--- src/sv/arxsck_pkg.sv ---
// ----------------------------------------------------------------------------
// ARX keystream package
// Types, constants and helper functions shared by the keystream modules.
// ----------------------------------------------------------------------------
package arxsck_pkg;

	localparam int WORD_W    = 64;
	localparam int NUM_WORDS = 8;
	localparam int IDX_W     = 3;
	localparam int CNT_W     = 4;
	localparam int MAX_BYTES = 8;
	localparam int ROT_AMT   = 9;
	localparam int WARM_A    = 2;
	localparam int WARM_B    = 62;
	localparam int RND_W     = 6;
	localparam int NUM_CFG   = 6;
	localparam int CFG_IDX_W = 3;
	localparam int KS_STEPS  = 7;
	localparam int QDEPTH    = 2;
	localparam int QPTR_W    = 1;
	localparam int QFILL_W   = 2;

	typedef logic [WORD_W-1:0] word_t;
	typedef logic [CNT_W-1:0]  count_t;
	typedef logic [IDX_W-1:0]  idx_t;

	typedef enum logic {
		OP_SETUP = 1'b0,
		OP_DATA  = 1'b1
	} op_t;

	typedef enum logic [CFG_IDX_W-1:0] {
		REG_KEY0   = 3'd0,
		REG_KEY1   = 3'd1,
		REG_KEY2   = 3'd2,
		REG_KEY3   = 3'd3,
		REG_NONCE0 = 3'd4,
		REG_NONCE1 = 3'd5
	} reg_idx_t;

	typedef logic [NUM_CFG-1:0][WORD_W-1:0] cfg_t;

	typedef struct packed {
		op_t    op;
		word_t  data;
		count_t count;
	} item_t;

	// Head of the queue as seen by the round engine.
	typedef struct packed {
		logic  valid;
		item_t item;
	} qhead_t;

	// Finished data item handed to the output stage.
	typedef struct packed {
		logic   push;
		word_t  data;
		word_t  ks;
		count_t count;
	} res_t;

	function automatic word_t rotl(input word_t v);
		return (v << ROT_AMT) | (v >> (WORD_W - ROT_AMT));
	endfunction

	// Round word combined into the keystream at each step of the chain.
	function automatic idx_t ks_operand(input idx_t step);
		idx_t r;
		unique case (step)
			3'd0:    r = 3'd6;
			3'd1:    r = 3'd1;
			3'd2:    r = 3'd5;
			3'd3:    r = 3'd2;
			3'd4:    r = 3'd4;
			3'd5:    r = 3'd3;
			default: r = 3'd7;
		endcase
		return r;
	endfunction

	// Even steps of the chain add, odd steps XOR.
	function automatic logic ks_is_add(input idx_t step);
		return ~step[0];
	endfunction

	function automatic word_t byte_mask(input count_t count);
		word_t m;
		for (int b = 0; b < MAX_BYTES; b++) begin
			m[b*8 +: 8] = (count_t'(b) < count) ? 8'hFF : 8'h00;
		end
		return m;
	endfunction

endpackage

--- src/sv/arxsck_out.sv ---
// ----------------------------------------------------------------------------
// ARX keystream output stage
// Applies the keystream and byte mask and holds the result until taken.
// ----------------------------------------------------------------------------
module arxsck_out
	import arxsck_pkg::*;
(
	input  logic   clk,
	input  logic   arst_n,
	input  res_t   res,
	output logic   room,
	output logic   out_valid,
	input  logic   out_stall,
	output word_t  data_out,
	output count_t valid_bytes_out
);

	logic   valid_q;
	word_t  data_q;
	count_t count_q;

	assign room = ~valid_q | ~out_stall;

	always_ff @(posedge clk or negedge arst_n) begin
		if (!arst_n) begin
			valid_q <= 1'b0;
		end else if (res.push) begin
			valid_q <= 1'b1;
		end else if (!out_stall) begin
			valid_q <= 1'b0;
		end
	end

	always_ff @(posedge clk) begin
		if (res.push) begin
			data_q  <= (res.data ^ res.ks) & byte_mask(res.count);
			count_q <= res.count;
		end
	end

	assign out_valid       = valid_q;
	assign data_out        = data_q;
	assign valid_bytes_out = count_q;

endmodule

--- config.mk ---
export PLATFORM = sky130hd
export DESIGN_NAME = arxsck_out
export DESIGN_NICKNAME = d
export VERILOG_FILES = /design/src/sv/arxsck_pkg.sv /design/src/sv/arxsck_out.sv
export SDC_FILE = /design/constraint.sdc
export NUM_CORES = 1
export LEC_CHECK = 0
export BUFFER_PORTS_ARGS = -buffer_cell sky130_fd_sc_hd__buf_2
export CAP_MARGIN = 10
export CORE_MARGIN = 2
export CORE_UTILIZATION = 42
export CTS_CLUSTER_DIAMETER = 80
export DETAILED_ROUTE_END_ITERATION = 12
export PLACE_DENSITY = 0.87
export SLEW_MARGIN = 20
export SYNTH_ARGS = -nofsm -noshare
export SYNTH_HDL_FRONTEND = slang
export SYNTH_SLANG_ARGS = --single-unit
--- constraint.sdc ---
create_clock -name clk -period 1.52 [get_ports clk]
set_clock_uncertainty 0.1 [all_clocks]
set_input_delay 0.38 -clock clk [delete_from_list [all_inputs] [get_ports clk]]
set_output_delay 0.38 -clock clk [all_outputs]
set_load 0.005 [all_outputs]
# After elaboration in Yosys (flattened, before gate mapping)
# Index checks and enable logic that the tools add are counted.
[totals] reg_bits=69 input_bits=136 output_inout_bits=70
[op_classes] magnitude_cmp=8 n_eq_ne=1 mux=10 bitwise_logic=5
[ops] operator="AND 64 bit" count=1
[ops] operator="two-way mux 8 bit" count=8
[ops] operator="bitwise XOR 64 bit" count=1
[ops] operator="< comparator 3 x 4 -> 1 bit (first input constant)" count=4
[ops] operator="< comparator 1 x 4 -> 1 bit (first input constant)" count=2
[ops] operator="< comparator 2 x 4 -> 1 bit (first input constant)" count=2
[ops] operator="two-way mux 1 bit" count=2
[ops] operator="inequality test 2 bit (second input constant)" count=1
[ops] operator="inverter 1 bit" count=2
[ops] operator="OR 1 bit" count=1

# Logic depth before layout (Yosys ltp)
[logic_depth] depth_word=3 depth_mapped=3 ltp_nobuf=2

# Worst setup path after synthesis
# Ideal clock, no wire load.
[synth_path] path_type="input to register" from="in res[0] (netlist name)" to="reg data_q[48] (netlist: data_out[48]), data pin" arrival_time_ns=0.868 slack_ns=0.277 cell_stages=2 path_buffers=0 cell_sequence="a31oi_1 -> nor2_1"
[synth_between] elab_chain_cells=3
[synth_lines] element="start: declaration" line_no="arxsck_out.sv:10" source="input res_t res,"
[synth_lines] element="< comparator 3 x 4 -> 1 bit" line_no="arxsck_pkg.sv:90" source="m[b*8 +: 8] = (count_t'(b) < count) ? 8'hFF : 8'h00;"
[synth_lines] element="two-way mux 8 bit" line_no="arxsck_pkg.sv:90"
[synth_lines] element="AND 64 bit" line_no="arxsck_out.sv:36" source="data_q <= (res.data ^ res.ks) & byte_mask(res.count);"
[synth_lines] element="end signal: assignment" line_no="arxsck_out.sv:36"
[synth_lines] element="end: declaration" line_no="arxsck_out.sv:19" source="word_t data_q;"
# No other way between the ends.
# A chain may end at the register's enable or synchronous reset.

# Worst setup path in the final report
[layout_path] from="reg valid_q (netlist: out_valid)" to="out room"
[layout_between] elab_chain_cells=2
[layout_lines] element="start: declaration" line_no="arxsck_out.sv:18" source="logic valid_q;"
[layout_lines] element="start signal: assignment" line_no="arxsck_out.sv:26" source="valid_q <= 1'b0;"
[layout_lines] element="start signal: assignment" line_no="arxsck_out.sv:28" source="valid_q <= 1'b1;"
[layout_lines] element="start signal: assignment" line_no="arxsck_out.sv:30" source="valid_q <= 1'b0;"
[layout_lines] element="inverter 1 bit" line_no="arxsck_out.sv:22" source="assign room = ~valid_q | ~out_stall;"
[layout_lines] element="OR 1 bit" line_no="arxsck_out.sv:22"
[layout_lines] element="end: declaration" line_no="arxsck_out.sv:11" source="output logic room,"
# No other way between the ends.

==> impl_metrics.json <==
{
  "netlist.area_leader.share": 0.690,
  "p_int_uw": 3320,
  "drive_above_1_share": 0.530,
  "tritoncts": "built",
  "grt_first_pass_wirelength_um": 9500,
  "hold_viol_final": 0,
  "r2r_start": "out_valid$_DFFE_PN0P_",
  "endpoint_kind": "output pin",
  "final_nets": 569,
  "ioPinCount": 206,
  "startpoint": "out_valid$_DFFE_PN0P_",
  "hp-class": "primary input to flop",
  "peakVddDrop_mv": 0.600,
  "finalWirelength_um": 6730,
  "initial_core_util": 0.436,
  "switching_power_uw": 1080,
  "fp-row-count": 30,
  "swShare": 0.245,
  "coreArea_sq_um": 6790,
  "r2r-end": "out_valid$_DFFE_PN0P_",
  "max_cap_viol_count": 0,
  "layout_commonest_cell": "buf_2",
  "ant_nets": 0,
  "grt_pass1_vias": 2230,
  "layout_common_cells": "205 x buf_2, 68 x edfxtp_1, 64 x xnor2_1",
  "ys_ff_latch": 69,
  "yosys_warnings": 0,
  "synth_area_leader_cell": "edfxtp_1",
  "track_usage": 0.168,
  "worst_slew_margin_rel": 0.816,
  "grt_overflow": 0,
  "holdCritStartpoint": "out_stall",
  "htree_num_levels": 3,
  "synth-seq-area-share": 0.698,
  "max_freq_mhz": 725,
  "syn2layout_area_growth_pct": 47.6,
  "antenna_found_initial": 0,
  "die_y_um": 88.0,
  "r2r_slack_ns": 0.80,
  "hold_depth": 3,
  "clock_latency_ns": 0.33,
  "syn-mean-instance-area_sq_um": 14.2,
  "timing.final.max_slew_violations": 0,
  "worst_pin_slew_ns": 0.275,
  "cts_root_buf": "clkbuf_8",
  "dieArea_sq_um": 7740,
  "clock-sinks": 69,
  "dp_cells": 517,
  "cp-start-kind": "flop",
  "drc": 0,
  "rsz0062_at_grt": "no",
  "post-route-period-util": 0.908,
  "num_antenna_cells": 0,
  "period_needed_ns": 1.38,
  "worstPathRequired_ns": 1.04,
  "gp_routability_congestion": 0.744,
  "first_iter_violations": 89,
  "wl_per_cell_um": 12.6,
  "clkPwrFrac": 0.287,
  "cts_buffers": 9,
  "p_leak_uw": 0.00190,
  "syn_area_sq_um": 2960,
  "outcome": "finished clean",
  "synth.distinct_cells": 14,
  "die_x_um": 88.0,
  "fin_cells": 534,
  "seqPwrFrac": 0.538,
  "finalSetupViolations": 0,
  "combPwrFrac": 0.175,
  "critPathMaxFanout": 2,
  "syn_nets": 344,
  "first_pass_iters": 4,
  "port_buffers": 205,
  "powerDensity_nw_per_um2": 1010,
  "fin_tns_setup_ns": 0,
  "vias": 2291,
  "crit_arrival_ns": 0.90,
  "criticalPathCategory": "flop to output pin",
  "cts_buffer_depth": 2,
  "viasPerCell": 4.29,
  "min_to": "out_valid$_DFFE_PN0P_",
  "grt_max_degree": 38,
  "hpwl_um": 5390,
  "synth.area.top_cells": "edfxtp_1 69%, xnor2_1 19%, nor2_1 7.2%, a21oi_1 1.5%, dfrtp_1 0.85%",
  "synthCells": 208,
  "clkSlewWorstSetupHoldPaths_ns": 0.08,
  "worstRegToRegCells": 2
}
power by group through the flow:
| stage | Sequential [uW] | Combinational, uW | Clock (uW) |
|---|---|---|---|
| 6_report | 2370 | 769 | 1260 |
| 5_1_grt | 2380 | 851 | 1380 |
| 4_1_cts | 2370 | 785 | 1290 |
| 3_5_place_dp | 2410 | 780 | 0 |
| 3_3_place_gp | 2400 | 754 | 0 |
| 2_1_floorplan | 2440 | 236 | 0 |
what timing repair did:
action | 4_1_cts | 5_1_grt
buffers inserted | 0 | 0
hold buffers | 1 | 0
gates resized for setup | 0 | 0
hold endpoints to repair | 1 | 0
cell usage after synthesis:
| library cell | instances |
|---|---|
| a211oi_2 | 1 |
| buf_2 | 1 |
| o21ai_1 | 1 |
| nor3_2 | 1 |
| dfrtp_1 | 1 |
| edfxtp_1 | 68 |
| a21oi_1 | 9 |
| a31oi_1 | 1 |
| nor4_4 | 1 |
| nand2_1 | 1 |
| inv_2 | 1 |
| xnor2_1 | 64 |
| nor2_1 | 57 |
| nand2b_1 | 1 |
stage by stage:
stage	utilization	power (uW)	worst slack (ns)	hold WS, ns	area [sq um]
after floorplan	-	2680	0.277	-0.0156	2960
after global placement	0.617	3160	0.119	0.0546	4190
after detailed placement	0.617	3190	0.0983	0.0589	4190
after CTS	0.643	4440	0.117	0.157	4370
after global routing	0.643	4610	0.0786	0.185	4370
final	0.643	4390	0.140	0.169	4370
worst max-delay path, stage by stage (launching register included):
cell and delay [ns]:
dfrtp_1 0.38, nand2_1 0.07, buf_2 0.11
routing by layer:
| layer | part of all wire | wire, um | global-route usage | up-vias |
|---|---|---|---|---|
| met5 | 0 | 0 | 0 | - |
| met4 | 0.013 | 85 | 0.0713 | 0 |
| met1 | 0.36 | 2400 | 0.158 | 1011 |
| li1 | - | - | - | 1164 |
| met3 | 0.080 | 540 | 0.0518 | 8 |
| met2 | 0.55 | 3710 | 0.329 | 108 |
how the worst max path moves through the flow:
stage,end
after floorplan,data_out[48]$_DFFE_PP_
after global placement,data_out[2]$_DFFE_PP_
after detailed placement,data_out[5]$_DFFE_PP_
after CTS,room
after global routing,room
final,room
flip-flops by register name, summed over array words and instances, names as in the netlist:
register,count
out_valid,1
data_out,64
valid_bytes_out,4
layout make-up:
| cell class | count | area (sq um) |
|---|---|---|
| fill | 546 | 2420 |
| sequential | 69 | 2070 |
| timing repair buffer | 215 | 1130 |
| multi-input combinational | 137 | 885 |
| clock buffer | 9 | 124 |
| tap | 96 | 120 |
| clock inverter | 7 | 41.3 |
| inverter | 1 | 3.75 |
kinds of logic (layout without fill, tap and decap cells):
| group | after synthesis | count (layout) | synth area share |
|---|---|---|---|
| AOI/OAI and AO/OA | 12 | 12 | 0.0232 |
| xor gates and xnor gates | 64 | 64 | 0.189 |
| buffers and inverters | 2 | 232 | 0.00296 |
| DFF | 69 | 69 | 0.698 |
| and+or+nand+nor | 61 | 61 | 0.0862 |
(Power assumes the default switching activity.)
