<file path="config.mk">
export PLATFORM = sky130hd
export DESIGN_NAME = arxsck_front
export DESIGN_NICKNAME = d
export VERILOG_FILES = /design/src/sv/arxsck_pkg.sv /design/src/sv/arxsck_front.sv
export SDC_FILE = /design/constraint.sdc
export NUM_CORES = 1
export LEC_CHECK = 0
export CORE_AREA = 4 4 228 230
export DETAILED_ROUTE_END_ITERATION = 16
export DIE_AREA = 0 0 232 234
export DONT_BUFFER_PORTS = 1
export MAX_ROUTING_LAYER = met4
export PLACE_DENSITY = 0.61
export SLEW_MARGIN = 20
export SYNTH_ARGS = -nofsm -noshare
export SYNTH_HDL_FRONTEND = slang
export SYNTH_SLANG_ARGS = --single-unit
</file>
<file path="constraint.sdc">
create_clock -name clk -period 6.1 [get_ports clk]
set_input_delay 1.22 -clock clk [delete_from_list [all_inputs] [get_ports clk]]
set_output_delay 1.22 -clock clk [all_outputs]
set_load 0.01 [all_outputs]
</file>
<file path="src/sv/arxsck_pkg.sv">
// ----------------------------------------------------------------------------
// ARX keystream package
// Types, constants and helper functions shared by the keystream modules.
// ----------------------------------------------------------------------------
package arxsck_pkg;

	localparam int WORD_W    = 64;
	localparam int NUM_WORDS = 8;
	localparam int IDX_W     = 3;
	localparam int CNT_W     = 4;
	localparam int MAX_BYTES = 8;
	localparam int ROT_AMT   = 9;
	localparam int WARM_A    = 2;
	localparam int WARM_B    = 62;
	localparam int RND_W     = 6;
	localparam int NUM_CFG   = 6;
	localparam int CFG_IDX_W = 3;
	localparam int KS_STEPS  = 7;
	localparam int QDEPTH    = 2;
	localparam int QPTR_W    = 1;
	localparam int QFILL_W   = 2;

	typedef logic [WORD_W-1:0] word_t;
	typedef logic [CNT_W-1:0]  count_t;
	typedef logic [IDX_W-1:0]  idx_t;

	typedef enum logic {
		OP_SETUP = 1'b0,
		OP_DATA  = 1'b1
	} op_t;

	typedef enum logic [CFG_IDX_W-1:0] {
		REG_KEY0   = 3'd0,
		REG_KEY1   = 3'd1,
		REG_KEY2   = 3'd2,
		REG_KEY3   = 3'd3,
		REG_NONCE0 = 3'd4,
		REG_NONCE1 = 3'd5
	} reg_idx_t;

	typedef logic [NUM_CFG-1:0][WORD_W-1:0] cfg_t;

	typedef struct packed {
		op_t    op;
		word_t  data;
		count_t count;
	} item_t;

	// Head of the queue as seen by the round engine.
	typedef struct packed {
		logic  valid;
		item_t item;
	} qhead_t;

	// Finished data item handed to the output stage.
	typedef struct packed {
		logic   push;
		word_t  data;
		word_t  ks;
		count_t count;
	} res_t;

	function automatic word_t rotl(input word_t v);
		return (v << ROT_AMT) | (v >> (WORD_W - ROT_AMT));
	endfunction

	// Round word combined into the keystream at each step of the chain.
	function automatic idx_t ks_operand(input idx_t step);
		idx_t r;
		unique case (step)
			3'd0:    r = 3'd6;
			3'd1:    r = 3'd1;
			3'd2:    r = 3'd5;
			3'd3:    r = 3'd2;
			3'd4:    r = 3'd4;
			3'd5:    r = 3'd3;
			default: r = 3'd7;
		endcase
		return r;
	endfunction

	// Even steps of the chain add, odd steps XOR.
	function automatic logic ks_is_add(input idx_t step);
		return ~step[0];
	endfunction

	function automatic word_t byte_mask(input count_t count);
		word_t m;
		for (int b = 0; b < MAX_BYTES; b++) begin
			m[b*8 +: 8] = (count_t'(b) < count) ? 8'hFF : 8'h00;
		end
		return m;
	endfunction

endpackage

</file>
<file path="src/sv/arxsck_front.sv">
// ----------------------------------------------------------------------------
// ARX keystream front end
// Holds the configuration registers, accepts items, clamps the byte count
// and queues items for the round engine.
// ----------------------------------------------------------------------------
module arxsck_front
	import arxsck_pkg::*;
(
	input  logic                 clk,
	input  logic                 arst_n,
	input  logic                 cfg_we,
	input  logic [CFG_IDX_W-1:0] cfg_index,
	input  word_t                cfg_data,
	input  logic                 in_valid,
	output logic                 in_stall,
	input  logic                 operation,
	input  word_t                data_in,
	input  count_t               valid_bytes,
	input  logic                 pop,
	output qhead_t               head,
	output cfg_t                 cfg
);

	cfg_t                cfg_q;
	item_t               mem_q [QDEPTH];
	logic [QPTR_W-1:0]   wr_ptr_q;
	logic [QPTR_W-1:0]   rd_ptr_q;
	logic [QFILL_W-1:0]  fill_q;
	logic                push;
	logic                take;
	item_t               item_new;

	always_ff @(posedge clk or negedge arst_n) begin
		if (!arst_n) begin
			cfg_q <= '0;
		end else if (cfg_we) begin
			unique case (cfg_index)
				REG_KEY0:   cfg_q[REG_KEY0]   <= cfg_data;
				REG_KEY1:   cfg_q[REG_KEY1]   <= cfg_data;
				REG_KEY2:   cfg_q[REG_KEY2]   <= cfg_data;
				REG_KEY3:   cfg_q[REG_KEY3]   <= cfg_data;
				REG_NONCE0: cfg_q[REG_NONCE0] <= cfg_data;
				REG_NONCE1: cfg_q[REG_NONCE1] <= cfg_data;
				default: ;
			endcase
		end
	end

	// Counts above a full word are treated as a full word.
	always_comb begin
		item_new.op    = op_t'(operation);
		item_new.data  = data_in;
		item_new.count = (valid_bytes > count_t'(MAX_BYTES)) ? count_t'(MAX_BYTES)
		                                                     : valid_bytes;
	end

	assign in_stall = (fill_q == QFILL_W'(QDEPTH));
	assign push     = in_valid & ~in_stall;
	assign take     = pop & (fill_q != '0);

	always_ff @(posedge clk) begin
		if (push) begin
			mem_q[wr_ptr_q] <= item_new;
		end
	end

	always_ff @(posedge clk or negedge arst_n) begin
		if (!arst_n) begin
			wr_ptr_q <= '0;
			rd_ptr_q <= '0;
			fill_q   <= '0;
		end else begin
			if (push) begin
				wr_ptr_q <= wr_ptr_q + 1'b1;
			end
			if (take) begin
				rd_ptr_q <= rd_ptr_q + 1'b1;
			end
			if (push && !take) begin
				fill_q <= fill_q + 1'b1;
			end else if (take && !push) begin
				fill_q <= fill_q - 1'b1;
			end
		end
	end

	assign head.valid = (fill_q != '0);
	assign head.item  = mem_q[rd_ptr_q];
	assign cfg        = cfg_q;

endmodule

</file>
-- After elaboration in Yosys (flattened, before gate mapping)
Memory sizes are Yosys's and may differ from the RTL's.
Cells that the tools add are included.
- bits in registers: 388
- RAM bits: 138
- output and inout port bits: 455
- word-level logic and storage cells: 42
- memories: 1
- memories (memory ; depth ; bits a word ; read ports ; clocked after memory_dff ; write ports ; RTL line ; source):
    mem_q ; 2 ; 69 ; 1 ; 0 ; 1 ; arxsck_front.sv:25 ; item_t mem_q [QDEPTH];
- $add $sub $neg: 4
- magnitude comparators: 1
- equality and inequality tests: 6
- muxes and demuxes: 5
- bitwise gates (word level): 3
- reduce and logical (&&, ||, !) cells: 13
- operators by type and width (kind ; number):
    $reduce_and 2->1 ; 6
    $eq 3x2->1 const B ; 2
    $eq 3x3->1 const B ; 2
    $gt 4x4->1 const B ; 1
    $mux 2 ; 2
    $mux 4 ; 1
    $reduce_bool 2->1 ; 2
    $eq 3x1->1 const B ; 1
    $logic_not 3->1 ; 1
    $add 1x1->1 const B ; 2
    $add 2x1->2 const B ; 1
    $and 1x1->1 ; 2
    $eq 2x2->1 const B ; 1
    $logic_and 1x1->1 ; 2
    $logic_not 1->1 ; 2
    $mux 1 ; 2
    $sub 2x1->2 const B ; 1
    $not 1->1 ; 1

-- Logic depth before layout (Yosys ltp)
Gate-level depths: netlist (run 1).
- depth after elaboration: 7
- depth in mapped cells: 7
- mapped depth without buffers: 7

-- Worst setup path before layout (run 1)
OpenSTA, ideal clock, no wires.
- path type: input to register
- from: input in_valid
- to: memory mem_q[0][0] (netlist name) (enable)
- setup time: 0.496 ns
- data arrival time: 4.191 ns
- required time: 5.604 ns
- path slack: 1.412 ns
- stages: 2
- path buffers: 0
- path through: nand2_1 > nor2_1
- cells in the longest elaborated chain, start to end: 3
- ends and longest elaborated chain (what ; RTL line ; source):
    start: declaration ; arxsck_front.sv:14 ; input logic in_valid,
    $and 1x1->1 ; arxsck_front.sv:58 ; assign push = in_valid & ~in_stall;
    $mux 1 ; arxsck_front.sv:62 ; if (push) begin
    $mux 1 (not written as such) ; arxsck_front.sv:63 ; mem_q[wr_ptr_q] <= item_new;
    end: declaration ; arxsck_front.sv:25 ;
Every way passes these cells.

==> results of run 1 <==
[cell usage after synthesis]
master / number
mux2_2: 448
dfrtp_1: 388
edfxtp_1: 138
buf_6: 26
buf_2: 12
buf_4: 7
clkbuf_1: 5
mux2_1: 5
nand2_1: 3
nor2b_1: 3
xnor2_1: 3
and4bb_2: 2
inv_1: 2
nand4b_1: 2
nor2_1: 2
xor2_1: 2
and3_1: 1
ha_1: 1
nand2b_1: 1
nor3_4: 1
nor4b_1: 1
or2_2: 1
[power groups by stage]
stage	Sequential [mW]	Clock [mW]	Combinational, mW
final	5.32	3.32	1.32
after global routing	5.40	3.56	1.43
after CTS	5.34	3.40	1.34
after detailed placement	5.39	0	1.34
after global placement	5.39	0	1.30
after floorplan	5.10	0	1.12
[state kept, by name, indices dropped and copies added (netlist names)]
| register | count |
|---|---|
| cfg | 384 |
| mem_q | 138 |
| fill_q | 2 |
| wr_ptr_q | 1 |
| rd_ptr_q | 1 |
[worst register-to-register path: cells and delay by family, from the launching register on]
| kind | cells | cell delay, ns |
|---|---|---|
| and+or+nand+nor | 3 | 0.40 |
| buffers and inverters | 1 | 0.72 |
| DFF | 1 | 0.40 |
[per-stage QoR]
| stage | hold WS (ns) | setup slack (ns) | area, µm² | util |
|---|---|---|---|---|
| after floorplan | 0.4559 | 1.412 | 19570 | - |
| after global placement | 0.4745 | 3.004 | 20100 | 0.4030 |
| after detailed placement | 0.4867 | 2.954 | 20100 | 0.4030 |
| after CTS | 0.2946 | 2.675 | 21880 | 0.4388 |
| after global routing | 0.2836 | 2.623 | 21880 | 0.4388 |
| final | 0.3304 | 2.737 | 21890 | 0.4389 |
[cell type report]
cell class,instances,area [µm²]
Inverter,2,7.507
Clock inverter,21,296.5
Sequential cell,526,13850
Multi-Input combinational cell,476,5304
Antenna cell,2,5.005
Timing Repair Buffer,12,90.09
Tap cell,672,840.8
Clock buffer,75,1489
Fill cell,4429,27980
[logic make-up (layout without fill, tap and decap cells)]
logic type / count (synthesis) / in the layout / share of synthesized area
adder cells (fa/ha/maj): 1 / 1 / 0.0006394
buffers and inverters: 52 / 110 / 0.02206
multiplexers: 453 / 453 / 0.2607
XOR/XNOR: 5 / 5 / 0.002239
AND/OR/NAND/NOR: 17 / 17 / 0.006332
other: 0 / 2 / 0
flip-flops: 526 / 526 / 0.7080
[metal layers]
layer	share of wire	vias up
met3	0.15	88
met5	0	-
li1	-	3869
met2	0.48	451
met1	0.34	4808
met4	0.027	0
[worst paths after layout]
check	from	end	slack, ns	depth (start not counted)
max in group asynchronous	arst_n	cfg[42]$_DFFE_PN0P_	5.15	0
worst min register to register	fill_q[1]$_DFFE_PN0P_	fill_q[1]$_DFFE_PN0P_	0.49	1
min in group clk	fill_q[1]$_DFFE_PN0P_	fill_q[1]$_DFFE_PN0P_	0.49	1
worst max-delay path	rd_ptr_q$_DFFE_PN0P_	head[63]	2.74	2
worst max register to register	fill_q[0]$_DFFE_PN0P_	mem_q[0][19]$_DFFE_PP_	4.14	4
worst min-delay path	arst_n	cfg[330]$_DFFE_PN0P_	0.33	0
==> out/results.ini, run 1 <==
[outcome]
status=finished, final reports clean

[grt]
gr-usage-met1=0.1829
grt_pass1_wl_mm=69.03
globalRouteOverflowTotal=0
track_usage=0.1759
antenna_found_initial=1
top_usage_layer=met2
grt_pass1_vias=9707
grt_use_met3=0.1107
gr-usage-met2=0.2809
grt_max_degree=389

[place]
port_buffers=0
placed_cells=1688
place_congestion=0.7969
dp_hpwl_mm=33.49

[routing]
drt-total-wl_mm=48.66
avgRoutedWirePerCell_um=27.25
drt_iter0_drc=418
vias_per_cell=5.160
vias=9216
route.detailed.drc=0
detail-route-antenna-nets=0
drt-pass1-iter-count=4

[setup_path]
crit_family=buffers and inverters
cp_max_fo=70
cp_cell_sequence=buf_4, mux2_2
path_buf_inv=1
startpoint_type=register
worstPathRequired_ns=4.88
worst_setup_path_end_kind=primary output
crit_type=reg2out
cp.arrival_ns=2.14
slowest_delay_ns=0.70
crit_path_top_delay_cell=buf_4

[yosys]
synth.area.top_cells=dfrtp_1 (50%), mux2_2 (26%), edfxtp_1 (21%)
synth_area_um2=19570
yosys.area.top_type=dfrtp_1
yosysWarnings=0
ys_seq_elements=526
syn-num-nets=1196
ys_seq_area_frac=0.7080
synth_cell_types=22
yosysTopAreaCellShare=0.4962
synthCells=1054
synth_area_per_cell_um2=18.56

[die]
die_w_um=232
rows=82
initial_utilization=0.3924
pin_count=596
die_h_um=234
die_area_um2=54290
core_area_um2=49860

[power]
seqPwrFrac=0.534
p_sw_mw=2.828
switching_share=0.2842
power.share.combinational=0.132
power_mw=9.953
p_per_area_nw_per_um2=454.8
p_int_mw=7.125
p_leak_nw=8.779
peakVddDrop_uv=255.9
p_clk_frac=0.334

[hold_path]
hold_class=in2async

[clocking]
cts_post_setup_buffers_inserted=0
clk_latency_ns=0.57
cts_sinks=526
clockRootBuffer=clkbuf_16
cts_tree=yes
cts.htree.levels=2
path_clk_slew_ns=0.06
post_cts_resize_count=0
numCtsBuffers=53
clock_path_buffers=3
cts_hold_buffers=0

[sta]
post-route-period-util=0.5513
timing.fmax_mhz=297.3
slew_viol_final=0
final-setup-viol-count=0
finalHoldViolations=0
grt_setup_unrepaired=no
fin_setup_tns_ns=0
period_minus_slack_ns=3.363
slew_headroom=0.3309
skew_ns=0.005922
worst_pin_slew_ns=1.004

[final_layout]
area_delta_synth_final_pct=11.86
layout.nets=1213
final_cells=1786
final_common_cell=mux2_2
drive_above_1_share=0.4928
mostFrequentLayoutCells=mux2_2 (448), dfrtp_1 (387), edfxtp_1 (138)

[run]
cap_violations=0

No activity file was read; power rests on OpenSTA's default activity.
==> run 2: changes to the inputs <==
CORE_AREA = 4 4 227 229   (was 4 4 228 230)
DIE_AREA = 0 0 231 233   (was 0 0 232 234)
PLACE_DENSITY = 0.64   (was 0.61)
clock period = 2.9 ns   (was 6.1 ns; I/O delays follow)
==> run 2 against run 1 <==
Net effect: cell count grew 0.56%; critical path depth unchanged; non-clock buffer count grew 8; largest power group unchanged; critical path type unchanged; clock skew increased by 0.0023 ns; the run now ends with hold timing left; flip-flop and latch count stayed put; highest routed layer unchanged.
==> out/results.ini, run 2 (synthesis gave the netlist of run 1 again) <==
[setup_path]
path_buf_inv=1  ; unchanged
slowest_delay_ns=0.46  ; -0.24 ns
worst_setup_path_end_kind=primary output
cp_cell_sequence=buf_4, mux2_2
crit_family=multiplexers
cp_max_fo=39  ; -44%
crit_path_top_delay_cell=mux2_2
startpoint_type=register
worstPathRequired_ns=2.32  ; -2.56 ns
crit_type=reg2out
cp.arrival_ns=1.84  ; -0.30 ns

[grt]
grt_pass1_wl_mm=69.70  ; +0.98%
antenna_found_initial=0  ; -1
track_usage=0.1782  ; +0.002276
grt_pass1_vias=9810  ; +1.1%
globalRouteOverflowTotal=0  ; unchanged
grt_max_degree=389  ; unchanged

[clocking]
numCtsBuffers=53  ; unchanged
cts_post_setup_buffers_inserted=0  ; unchanged
cts_sinks=526  ; unchanged
clock_path_buffers=3  ; unchanged
clk_latency_ns=0.57  ; about the same
cts.htree.levels=2  ; unchanged
cts_tree=yes
clockRootBuffer=clkbuf_16
path_clk_slew_ns=0.06  ; about the same
post_cts_resize_count=0  ; unchanged

[sta]
slew_viol_final=0  ; unchanged
finalHoldViolations=388  ; +388
slew_headroom=0.4417  ; +0.1107
worst_pin_slew_ns=0.8331  ; -0.1705 ns
post-route-period-util=0.8361
period_minus_slack_ns=2.425
skew_ns=0.008257  ; +0.002335 ns
grt_setup_unrepaired=no
final-setup-viol-count=0  ; unchanged
fin_setup_tns_ns=0  ; unchanged
timing.fmax_mhz=412.4
holdWs_ns=-0.3130  ; -0.6434 ns

[final_layout]
final_common_cell=mux2_2
antenna_cells=0  ; -2
final_cell_area_um2=22020  ; +0.60%
layout.nets=1221  ; +0.66%
largest_reg_flops=384  ; unchanged
area_delta_synth_final_pct=12.53
final_core_util=0.4434  ; +0.004460
mostFrequentLayoutCells=mux2_2 (448), dfrtp_1 (387), edfxtp_1 (138)
drive_above_1_share=0.4982  ; +0.005415

[power]
peakVddDrop_uv=513.1  ; +100%
power_mw=20.72  ; +110%
p_leak_nw=8.847  ; +0.77%
p_per_area_nw_per_um2=941.1  ; +110%

[routing]
avgRoutedWirePerCell_um=27.10  ; -0.55%
detail-route-antenna-nets=0  ; unchanged
drt-total-wl_mm=48.67  ; about the same
vias_per_cell=5.154  ; -0.13%
vias=9256  ; +0.43%
drt-pass1-iter-count=4  ; unchanged
drt_iter0_drc=442  ; +5.7%
route.detailed.drc=0  ; unchanged

[die]
pin_count=596  ; unchanged
die_w_um=231  ; -0.43%
die_h_um=233  ; -0.43%
initial_utilization=0.3940  ; +0.001621
rows=82  ; unchanged
die_area_um2=53820  ; -0.86%
core_area_um2=49660  ; -0.41%

[place]
dp_hpwl_mm=33.25  ; -0.72%
place_congestion=0.7587  ; -4.8%
port_buffers=0  ; unchanged
dpl_cell_area_um2=20270  ; +0.86%

[run]
cap_violations=0  ; unchanged

[hold_path]
hold_class=in2async

[outcome]
violations=hold timing
status=complete, but fails checks

==> run 2: cell types whose count changed in the layout (fill, tap and decap cells not counted) <==
cell | before | now
inv_16 | 0 | 1
buf_4 | 12 | 11
clkinv_8 | 0 | 1
buf_12 | 0 | 9
clkbuf_16 | 53 | 54
clkbuf_1 | 14 | 16
clkinv_2 | 7 | 11
clkbuf_8 | 8 | 11
inv_6 | 2 | 1
bufinv_16 | 7 | 2
diode_2 | 2 | 0
clkinv_1 | 2 | 0
==> run 2: final cells by class <==
cell class | instances | area [µm²]
fill | 4353 | 27640
timing repair buffer | 20 | 262.8
multi-input combinational | 476 | 5304
tap | 672 | 840.8
inverter | 2 | 7.507
clock buffer | 81 | 1563
clock inverter | 19 | 186.4
sequential | 526 | 13850
==> run 2: report_power, final <==
group / switching (mW) / internal [mW]
clock: 2.84 / 3.92
combinational: 1.34 / 1.47
sequential: 1.81 / 9.35
total: 5.98 / 14.7
==> run 2: path summary, 6_finish.rpt <==
| kind | slack, ns | end | depth (start not counted) | start |
|---|---|---|---|---|
| hold reg to reg | 0.49 | fill_q[1]$_DFFE_PN0P_ | 1 | fill_q[1]$_DFFE_PN0P_ |
| max in group asynchronous | 2.67 | cfg[100]$_DFFE_PN0P_ | 0 | arst_n |
| min in group clk | 0.10 | mem_q[1][53]$_DFFE_PP_ | 0 | data_in[49] |
| setup / recovery | 0.48 | head[18] | 2 | rd_ptr_q$_DFFE_PN0P_ |
| setup reg to reg | 1.24 | mem_q[0][5]$_DFFE_PP_ | 4 | fill_q[0]$_DFFE_PN0P_ |
| hold / removal | -0.31 | cfg[310]$_DFFE_PN0P_ | 0 | arst_n |
==> run 2: metrics by stage <==
stage	worst slack, ns	std cells
after floorplan	0.007860	1054
after global placement	0.6983	1696
after detailed placement	0.6547	1696
after CTS	0.4034	1796
after global routing	0.3505	1796
final	0.4754	1796
==> run 2: routing by layer <==
| layer | vias up | routed length [µm] | track usage |
|---|---|---|---|
| li1 | 3881 | - | - |
| met1 | 4866 | 17090 | 0.1924 |
| met2 | 446 | 23830 | 0.2871 |
| met3 | 63 | 6737 | 0.1004 |
| met4 | 0 | 1007 | 0.04322 |
| met5 | - | 0 | - |
==> run 2: worst reg2reg max path: cells and delay by family (launching register included) <==
family,cells,cell delay [ns]
buf+inv,1,0.45
flops,1,0.40
simple gates,3,0.42
==> run 3: changes to the inputs <==
CORE_AREA = 4 4 228 230   (was 4 4 227 229)
DIE_AREA = 0 0 232 234   (was 0 0 231 233)
PLACE_DENSITY = 0.61   (was 0.64)
clock period = 2.45 ns   (was 2.9 ns; I/O delays follow)
==> run 3 against run 2 <==
Net effect: the run still ends with hold timing left; combinational power rose by 24%; clock skew shrank 0.0017 ns; total power grew 18%; first-iteration DRC count is 1.4% lower; flip-flop and latch count unchanged; cell count up 4.2%; clock power is 14% higher; die area grew 0.86%; critical endpoint is now head[64]; highest routed layer unchanged.
==> out/results.ini, run 3 (synthesis gave the netlist of run 1 again) <==
[clocking]
cts_post_setup_buffers_inserted=0  ; unchanged
clockRootBuffer=clkbuf_16
cts_sinks=526  ; unchanged
path_clk_slew_ns=0.06  ; about the same
clock_path_buffers=3  ; unchanged
cts_hold_buffers=79
cts_tree=yes
numCtsBuffers=53  ; unchanged
clk_latency_ns=0.58  ; about the same
cts.htree.levels=2  ; unchanged

[setup_path]
worstPathRequired_ns=1.96  ; -0.36 ns
worst_setup_path_end_kind=primary output
startpoint_type=register
crit_type=reg2out
cp.arrival_ns=1.84  ; about the same
ff2ff_path_depth=4  ; unchanged
rr_endpoint=mem_q[0][15]$_DFFE_PP_
r2r_start=fill_q[0]$_DFFE_PN0P_
cp_max_fo=15  ; -62%
reg2reg_slack_ns=0.70  ; -0.54 ns
crit_path_start=rd_ptr_q$_DFFE_PN0P_
crit_path_end=head[64]

[grt]
grt_pass1_vias=10511  ; +7.1%
antenna_found_initial=0  ; unchanged
gr-usage-met2=0.2953  ; +0.008161
grt_use_met3=0.09390  ; -0.006490
track_usage=0.1831  ; +0.004953
gr-usage-met1=0.2051  ; +0.01273
grt_max_degree=389  ; unchanged
grt_pass1_wl_mm=72.67  ; +4.3%
top_usage_layer=met2
globalRouteOverflowTotal=0  ; unchanged

[routing]
vias_per_cell=5.150  ; about the same
avgRoutedWirePerCell_um=26.99  ; -0.39%
detail-route-antenna-nets=0  ; unchanged
drt-total-wl_mm=50.50  ; +3.8%
drt_iter0_drc=436  ; -1.4%
route.detailed.drc=0  ; unchanged
vias=9635  ; +4.1%
drt-pass1-iter-count=4  ; unchanged

[die]
die_w_um=232  ; +0.43%
core_area_um2=49860  ; +0.41%
rows=82  ; unchanged
initial_utilization=0.3924  ; -0.001621
die_h_um=234  ; +0.43%
pin_count=596  ; unchanged
die_area_um2=54290  ; +0.86%

[final_layout]
final_cells=1871  ; +4.2%
final_cell_area_um2=22800  ; +3.6%
area_delta_synth_final_pct=16.53
largest_reg_flops=384  ; unchanged
layout.nets=1300  ; +6.5%
drive_above_1_share=0.4628  ; -0.03540
final_common_cell=mux2_2
mostFrequentLayoutCells=mux2_2 (448), dfrtp_1 (387), edfxtp_1 (138)
fillers=4347  ; -0.14%

[place]
dp_hpwl_mm=34.44  ; +3.6%
dpl_cell_area_um2=20330  ; +0.31%
place_congestion=0.7662  ; +0.99%
port_buffers=0  ; unchanged
placed_cells=1696  ; unchanged

[sta]
final-setup-viol-count=0  ; unchanged
skew_ns=0.006578  ; -0.001678 ns
period_minus_slack_ns=2.331
post-route-period-util=0.9515
fin_setup_tns_ns=0  ; unchanged
slew_headroom=0.4304  ; -0.01126
timing.fmax_mhz=429.0
slew_viol_final=0  ; unchanged
grt_setup_unrepaired=no
finalHoldViolations=388  ; unchanged
worst_pin_slew_ns=0.8544  ; +0.02131 ns
holdWs_ns=-0.3994  ; -0.08638 ns

[run]
cap_violations=0  ; unchanged

[hold_path]
hold_class=in2async

[power]
power_mw=24.50  ; +18%
p_leak_nw=9.147  ; +3.4%
peakVddDrop_uv=636.2  ; +24%
p_per_area_nw_per_um2=1075  ; +14%

[outcome]
violations=hold timing
status=complete, but fails checks

-- run 3: changes by cell type in the layout (fill, tap and decap cells not counted), sizes merged --
cell	previous run	this run
clkbuf	81	77
clkinv	12	11
dlygate4sd3	0	79
clkinvlp	2	3
inv	5	4
bufinv	2	1
diode	0	2
-- run 3: layout make-up --
class / instances / area [µm²] / share of cell area
multi-input cells: 476 / 5304 / 0.2326
well taps: 672 / 840.8 / 0.03688
inverters: 2 / 7.507 / 0.0003293
flip-flops and latches: 526 / 13860 / 0.6077
diodes: 2 / 5.005 / 0.0002195
clock inverters: 17 / 143.9 / 0.006311
clock buffers: 77 / 1526 / 0.06695
repair buffers: 99 / 1116 / 0.04895
-- run 3: report_power, final --
part,switching (mW),internal (mW)
logic,1.60,1.89
clock network,3.29,4.42
registers,2.22,11.1
total,7.12,17.4
-- run 3: worst min path at each step --
stage            from  depth (start not counted)              endpoint  slack, ns
2_1_floorplan  arst_n                          0    cfg[0]$_DFFE_PN0P_       0.19
3_3_place_gp   arst_n                          0  cfg[206]$_DFFE_PN0P_       0.21
3_5_place_dp   arst_n                          0  cfg[206]$_DFFE_PN0P_       0.20
4_1_cts        arst_n                          0  cfg[206]$_DFFE_PN0P_      -0.45
5_1_grt        arst_n                          0  cfg[206]$_DFFE_PN0P_      -0.45
6_report       arst_n                          0  cfg[206]$_DFFE_PN0P_      -0.40
-- run 3: critical path: stages (launching register included) --
cell     delay (ns)
dfrtp_4        0.58
buf_4          0.28
mux2_2         0.40
-- run 3: stage by stage --
step / setup slack (ns) / util / hold slack, ns
floorplan: 0.3592 / - / 0.1944
global placement: 0.5906 / 0.4078 / 0.2068
detailed placement: 0.5817 / 0.4078 / 0.2043
CTS: 0.05294 / 0.4572 / -0.4481
global route: 0.01953 / 0.4572 / -0.4529
finish: 0.1188 / 0.4573 / -0.3994
-- run 3: repair_timing --
action,CTS,global route
endpoints found under the setup margin,14,0
endpoints found under the hold margin,534,388
resized for setup,1,0
-- run 3: routing by layer --
metal / up-vias / part of all wire / wire, µm
li1: 4031 / - / -
met5: - / 0 / 0
met2: 443 / 0.49 / 24600
met3: 76 / 0.13 / 6577
met1: 5085 / 0.36 / 18350
met4: 0 / 0.019 / 973
